`config.mk`:
```
export PLATFORM = sky130hd
export DESIGN_NAME = dwr_lane
export DESIGN_NICKNAME = d
export VERILOG_FILES = /design/src/design/dwr_pkg.sv /design/src/design/dwr_lane.sv
export SDC_FILE = /design/constraint.sdc
export NUM_CORES = 2
export LEC_CHECK = 0
export BUFFER_PORTS_ARGS = -buffer_cell sky130_fd_sc_hd__buf_2
export CAP_MARGIN = 5
export CORE_MARGIN = 4
export CORE_UTILIZATION = 45
export CTS_BUF_LIST = sky130_fd_sc_hd__clkbuf_4 sky130_fd_sc_hd__clkbuf_8
export CTS_CLUSTER_DIAMETER = 100
export CTS_CLUSTER_SIZE = 25
export DETAILED_ROUTE_END_ITERATION = 16
export PLACE_DENSITY_LB_ADDON = 0.12
export SYNTH_ARGS = -nofsm -noshare
export SYNTH_HDL_FRONTEND = slang
export SYNTH_SLANG_ARGS = --single-unit
```
`constraint.sdc`:
```
create_clock -name clk -period 16.1 [get_ports clk]
set_input_delay 3.22 -clock clk [delete_from_list [all_inputs] [get_ports clk]]
set_output_delay 3.22 -clock clk [all_outputs]
set_load 0.01 [all_outputs]
```
`src/design/dwr_pkg.sv`:
```
// shared types for the dual wheel pd drive ramp block
package dwr_pkg;

  localparam logic [3:0] REG_PROP_GAIN       = 4'd0;
  localparam logic [3:0] REG_DIFF_GAIN       = 4'd1;
  localparam logic [3:0] REG_SETTLE_BOOST    = 4'd2;
  localparam logic [3:0] REG_RAMP_LIMIT      = 4'd3;
  localparam logic [3:0] REG_SPEED_LIMIT     = 4'd4;
  localparam logic [3:0] REG_DISTANCE_WINDOW = 4'd5;
  localparam logic [3:0] REG_BEARING_WINDOW  = 4'd6;
  localparam logic [3:0] REG_TURN_MODE       = 4'd7;

  typedef struct packed {
    logic [15:0] prop_gain;
    logic [15:0] diff_gain;
    logic [14:0] settle_boost;
    logic [14:0] ramp_limit;
    logic [6:0]  speed_limit;
    logic [15:0] window;
  } cfg_t;

  typedef struct packed {
    logic en1;
    logic en2;
    logic en3;
    logic en4;
    logic en5;
    logic upd_err;
    logic upd_drive;
  } lane_ctrl_t;

endpackage

```
`src/design/dwr_lane.sv`:
```
// one wheel lane: error, pd drive, settle boost, ramp and speed clamp
module dwr_lane import dwr_pkg::*; (
  input  logic               clk,
  input  logic               rst,
  input  lane_ctrl_t         ctrl,
  input  cfg_t               cfg,
  input  logic signed [31:0] target,
  input  logic signed [31:0] position,
  input  logic               settled,
  output logic               in_window,
  output logic signed [7:0]  power
);

  localparam logic signed [51:0] SAT_HI = 52'sd32512;
  localparam logic signed [51:0] SAT_LO = -52'sd32512;

  logic signed [32:0] err_wide;
  logic signed [31:0] err_sat;
  logic signed [31:0] err1;
  logic signed [31:0] err2;
  logic signed [31:0] last_err;
  logic signed [32:0] diff_w;
  logic signed [32:0] diff2;
  logic        [31:0] err_mag;
  logic               in2;
  logic               in3;
  logic signed [48:0] pp;
  logic signed [49:0] pd;
  logic signed [48:0] pp3;
  logic signed [49:0] pd3;
  logic signed [50:0] sum;
  logic signed [51:0] boosted;
  logic signed [15:0] goal;
  logic signed [15:0] goal4;
  logic signed [15:0] drive;
  logic signed [16:0] delta;
  logic signed [16:0] rlim;
  logic signed [16:0] step;
  logic signed [16:0] np;
  logic signed [16:0] slim;
  logic signed [16:0] np_c;
  logic signed [16:0] np_mag;
  logic        [7:0]  q;

  // stage 1: saturated error
  assign err_wide = {target[31], target} - {position[31], position};
  always_comb begin
    if (err_wide[32] != err_wide[31]) begin
      err_sat = err_wide[32] ? 32'sh8000_0000 : 32'sh7fff_ffff;
    end else begin
      err_sat = err_wide[31:0];
    end
  end

  always_ff @(posedge clk) begin
    if (ctrl.en1) begin
      err1 <= err_sat;
    end
  end

  // stage 2: difference and window test
  assign diff_w  = {err1[31], err1} - {last_err[31], last_err};
  assign err_mag = err1[31] ? (~err1 + 32'd1) : err1;

  always_ff @(posedge clk) begin
    if (rst) begin
      last_err <= '0;
    end else if (ctrl.upd_err) begin
      last_err <= err1;
    end
  end

  always_ff @(posedge clk) begin
    if (ctrl.en2) begin
      err2  <= err1;
      diff2 <= diff_w;
      in2   <= err_mag < {16'd0, cfg.window};
    end
  end

  // stage 3: gain products
  assign pp = $signed({{17{err2[31]}}, err2}) * $signed({33'd0, cfg.prop_gain});
  assign pd = $signed({{17{diff2[32]}}, diff2}) * $signed({34'd0, cfg.diff_gain});

  always_ff @(posedge clk) begin
    if (ctrl.en3) begin
      pp3 <= pp;
      pd3 <= pd;
      in3 <= in2;
    end
  end

  assign in_window = in3;

  // stage 4: sum, boost away from zero when settled, saturate
  assign sum = {{2{pp3[48]}}, pp3} + {pd3[49], pd3};

  always_comb begin
    if (settled && !sum[50] && (sum != '0)) begin
      boosted = {sum[50], sum} + {37'd0, cfg.settle_boost};
    end else if (settled && sum[50]) begin
      boosted = {sum[50], sum} - {37'd0, cfg.settle_boost};
    end else begin
      boosted = {sum[50], sum};
    end
    if (boosted > SAT_HI) begin
      goal = SAT_HI[15:0];
    end else if (boosted < SAT_LO) begin
      goal = SAT_LO[15:0];
    end else begin
      goal = boosted[15:0];
    end
  end

  always_ff @(posedge clk) begin
    if (ctrl.en4) begin
      goal4 <= goal;
    end
  end

  // stage 5: ramp toward goal, clamp to speed limit
  assign delta = {goal4[15], goal4} - {drive[15], drive};
  assign rlim  = {2'b00, cfg.ramp_limit};
  assign slim  = {2'b00, cfg.speed_limit, 8'd0};

  always_comb begin
    if (delta > rlim) begin
      step = rlim;
    end else if (delta < -rlim) begin
      step = -rlim;
    end else begin
      step = delta;
    end
    np = {drive[15], drive} + step;
    if (np > slim) begin
      np_c = slim;
    end else if (np < -slim) begin
      np_c = -slim;
    end else begin
      np_c = np;
    end
    np_mag = np_c[16] ? -np_c : np_c;
    q      = np_mag[15:8];
  end

  always_ff @(posedge clk) begin
    if (rst) begin
      drive <= '0;
    end else if (ctrl.upd_drive) begin
      drive <= np_c[15:0];
    end
  end

  always_ff @(posedge clk) begin
    if (ctrl.en5) begin
      power <= np_c[16] ? -q : q;
    end
  end

endmodule

```
* Word level (Yosys, flattened, before mapping) *
Cells that the tools add are included.
W data, S select, Z words.

operators by class
  equal/unequal tests = 1
  add/subtract/negate cells = 12
  $lt $le $gt $ge = 7
  multipliers = 2
  reduce and logical (&&, ||, !) cells = 6
  bitwise operators = 1
  multiplexer cells = 12

operator list
  cell                     number
  $mux W52                 2
  $mux W32                 3
  $mux W17                 4
  $sub A32 B32 Y33         2
  $add A51 B16 Y52         1
  $gt A52 B16 Y1 const B   1
  $lt A52 B16 Y1 const B   1
  $sub A51 B16 Y52         1
  $add A49 B50 Y51         1
  $reduce_bool A51 Y1      1
  $mul A33 B17 Y50         1
  $mul A32 B17 Y49         1
  $gt A17 B16 Y1           2
  $lt A17 B17 Y1           2
  $neg A15 Y17             2
  $add A32 B1 Y32 const B  1
  $lt A32 B16 Y1           1
  $mux W16                 2
  $not A32 Y32             1
  $add A17 B17 Y17         1
  $sub A16 B16 Y17         1
  $neg A16 Y16             1
  $mux W8                  1
  $neg A8 Y8               1
  4 further kinds          6

storage, ports and cells
  output and inout port bits = 9
  logic and storage cells = 53
  register bits = 270

* Longest topological paths before layout *
  word-level depth = 12
  gate-level depth with buffers = 52

* Worst setup path after synthesis *
No wires, ideal clock.

  path kind = input to register
  from = in cfg[24] in the netlist's numbering
  to = reg power[6] (data pin)
  required time = 15834 ps
  cell stages on the path = 41
  path buffers = 1
  slack = 3726 ps
  arrival = 12108 ps
  path through = inv_1 ha_1 or3b_2 or3_1 nor3_1 xnor2_1 ha_1 and3_1 a221o_1 a31oi_1 maj3_1 a211oi_1 nor4_1 a21oi_1 clkbuf_1 mux2i_1 a22oi_1 ha_1 [5 not listed] a21oi_1 xnor2_1 ha_1 and3_1 nand3_1 nor4b_1 o31ai_1 and4_1 nor2_1 o211ai_1 o31a_1 nor2_1 inv_1 ha_1 nor4_1 nand3_1 o22ai_1 xnor2_1

on the way
  longest elaborated chain between the ends = 12
  elaborated cells on any way between the ends = 14
  classes of those cells = add/sub (4); order compare (4); mux (6)

ends and longest elaborated chain
  element               line                              RTL
  start, declared       dwr_lane.sv:6                     input cfg_t cfg,
  $neg A15 Y17          dwr_lane.sv:129, dwr_lane.sv:130
  $lt A17 B17 Y1        dwr_lane.sv:129                   end else if (delta < -rlim) begin
  $mux W17              dwr_lane.sv:129
  $mux W17 (*)          dwr_lane.sv:127                   if (delta > rlim) begin
  $add A17 B17 Y17 (*)  dwr_lane.sv:134                   np = {drive[15], drive} + step;
  $lt A17 B17 Y1        dwr_lane.sv:137                   end else if (np < -slim) begin
  $mux W17              dwr_lane.sv:137
  $mux W17 (*)          dwr_lane.sv:135                   if (np > slim) begin
  $neg A16 Y16          dwr_lane.sv:142                   np_mag = np_c[16] ? -np_c : np_c;
  $mux W16 (*)          dwr_lane.sv:142
  net np_mag[8]         dwr_lane.sv:42                    logic signed [16:0] np_mag;
  $neg A8 Y8 (*)        dwr_lane.sv:156                   power <= np_c[16] ? -q : q;
  $mux W8 (*)           dwr_lane.sv:156
  end signal, assigned  dwr_lane.sv:156
  end, declared         dwr_lane.sv:11                    output logic signed [7:0] power

Mark *: on every way through the listed nets, which the timed path passes. The rest lies on a longest branch.
A chain may end at the register's enable or synchronous reset.

* Final worst setup path *
Ends and elaborated chain as after synthesis.

==> out/qor.txt <==
Status: finished clean
Placer Congestion: 0.947
Final hold vios: 0
Most frequent CP cell: ha_1
H-tree depth: 1
Slowest CP cell: nor2_1
CTS Sinks: 270
Crit-path max FO: 16
Clock latency on the worst-skew pair: 0.62 ns
NumNets Final: 8386
Post-CTS setup buffer count: 0
Cell family with most CP delay: compound AO/OA/AOI/OAI gates
Antenna violations before repair: 1
Sequential area share after synthesis: 0.128
# resized after CTS: 0
Drt total wl: 169 mm
DP Area: 0.0619 mm^2
First-pass GRT wire length: 271 mm
Top-area cell type share of the netlist area: 0.337
Die width: 371 um
Initial Util: 0.453
Number of synthesized flops with an enable pin: 222
Critical path buffers and inverters: 5
Root Buffer: clkbuf_8
Fmax: 0.0716 GHz
Largest area contributor in the netlist: fa_1
Synth async-reset ratio: 0
Total global-route track usage: 0.249
Worst Reg-to-Reg Cells: 45
Final Slew Violations: 0
Iteration-0 DRC Markers: 3047
Max stage delay on crit path: 0.67 ns
Hold Path Cell Cnt: 0
Slew HR: 0.269
Post-route cell area: 0.0623 mm^2
Cell Area, Synth: 0.0594 mm^2
Synthesized netlist cell count: 6756
Vias in the first global route: 48.3k
Die ar.: 0.138 mm^2
Worst EP required: 16.48 ns
# setup viols final: 0
Slew @ Worst Pin: 1.10 ns
Total gr overflow: 0
Fin Clk Skew: 0.0497 ns
Cells after DPL: 8487
Setup TNS: 0 ns
Final period utilization: 0.867
DPL Wire Length: 133 mm
Crit end category: flip-flop
Total CTS buffers: 17
Port bufs: 167
Core area: 0.131 mm^2
Syn_area_per_cell: 8.79 um^2
Critical path depth: 45
Critical Path Source Type: primary input
Vias: 46.3k
Synth-to-layout area growth: 4.86%
Worst min-delay path class: flip-flop to flip-flop
Top-count cell post-synth: inv_1
Share of layout cells above drive strength 1: 0.0463
Syn Nets: 8391
Synth area leaders: fa_1 (34%), edfxtp_1 (11%), ha_1 (10%)
Max Buffers Root-to-Sink: 3
Tmin final: 13.96 ns
# DRC: 0
Commonest cells post-synth: inv_1 (1281), fa_1 (999), nand2_1 (868)
Largest net degree at the start of global routing: 67
Die span in y: 371 um
Worst-path clk slew: 0.14 ns
Num rows: 133
DR vias/cell: 5.43
DRT Pass-1 Iters: 8
Drt wl/cell: 19.8 um
Worst setup path class: primary input to flip-flop
MaxCap Viol Count: 0
Ports: 168
Final Non-Filler Cells: 8519
ANT nets after route: 0
Worst endpoint data arrival time: 14.34 ns
CTS tree: done
Primary FF master, synth: edfxtp_1
Yosys warning count: 0
#FFs+latches synth: 270
Netlist cell types: 95
RSZ-0062 raised after global routing: no
Post-CTS Hold Buffers: 0
## cell usage in the layout, fill, tap and decap left out, types with 19 or more instances in the layout
cell type  synthesis  routed
xor2_1            72      72
o211ai_1          32      32
nor3_1           109     109
a31oi_1           24      24
dfxtp_1           48      48
and2_1           443     443
a211oi_1          36      36
or2_2             19      19
nand4_1           38      38
nor2b_1           57      57
inv_1           1281    1281
a21o_1            89      89
o21bai_1          30      30
and3_1            48      48
buf_2             13     166
o21a_1            46      46
nor2_1           299     299
edfxtp_1         222     222
nor4_1            40      40
nand3_1          109     109
buf_4              2      60
or3_1             49      49
nand2_1          868     868
mux2i_1           55      55
a21oi_1          259     257
o21ai_0          185     185
nand2b_1          41      41
ha_1             477     477
xnor2_1          206     206
fa_1             999     999
## final timing paths
kind	from	to	slack, ns
worst max register to register	drive[1]$_SDFFE_PP0P_	power[6]$_DFFE_PP_	4.56
worst min-delay path	in2$_DFFE_PP_	in_window$_DFFE_PP_	0.44
worst max-delay path	cfg[24]	power[6]$_DFFE_PP_	2.14
worst min register to register	in2$_DFFE_PP_	in_window$_DFFE_PP_	0.44
## kinds of logic after synthesis
family,count (synthesis),synth area share
and+or+nand+nor,2212,0.183
buffers and inverters,1533,0.0973
adders and majority gates,1478,0.437
AOI/OAI and AO/OA,922,0.102
xor gates and xnor gates,278,0.0410
DFF,270,0.128
muxes,63,0.0108
## through the flow
step / utilization / hold slack, ns / setup WS [ns]
after floorplan: - / 0.400 / 3.73
after global placement: 0.472 / 0.403 / 1.75
after detailed placement: 0.472 / 0.417 / 1.59
after CTS: 0.474 / 0.441 / 2.27
after global routing: 0.474 / 0.459 / 1.21
final: 0.475 / 0.440 / 2.14
## state kept, by name (all words and copies together), names as in the netlist, 8 cells and up
name and cells:
goal4 16, pp3 49, last_err 32, err2 32
drive 16, power 8, diff2 33, err1 32
pd3 50
## metal layers
| layer | vias to the layer above | wire length, um | track usage |
|---|---|---|---|
| met2 | 1151 | 83200 | 0.439 |
| li1 | 21600 | - | - |
| met4 | 0 | 3660 | 0.0465 |
| met3 | 174 | 7790 | 0.0237 |
| met5 | - | 0 | 0 |
| met1 | 23400 | 74000 | 0.337 |
## final cells by class
type,instances,area [um^2]
antenna,3,7.51
clock buffer,21,264
clock inverter,8,96.3
fill,12900,69000
inverter,1283,4820
multi-input combinational,4953,46000
sequential,270,7630
tap,1755,2200
timing repair buffer,226,1280
Power is not shown: default switching activity piles up to over one toggle a cycle in this logic, so the estimate is an artifact.
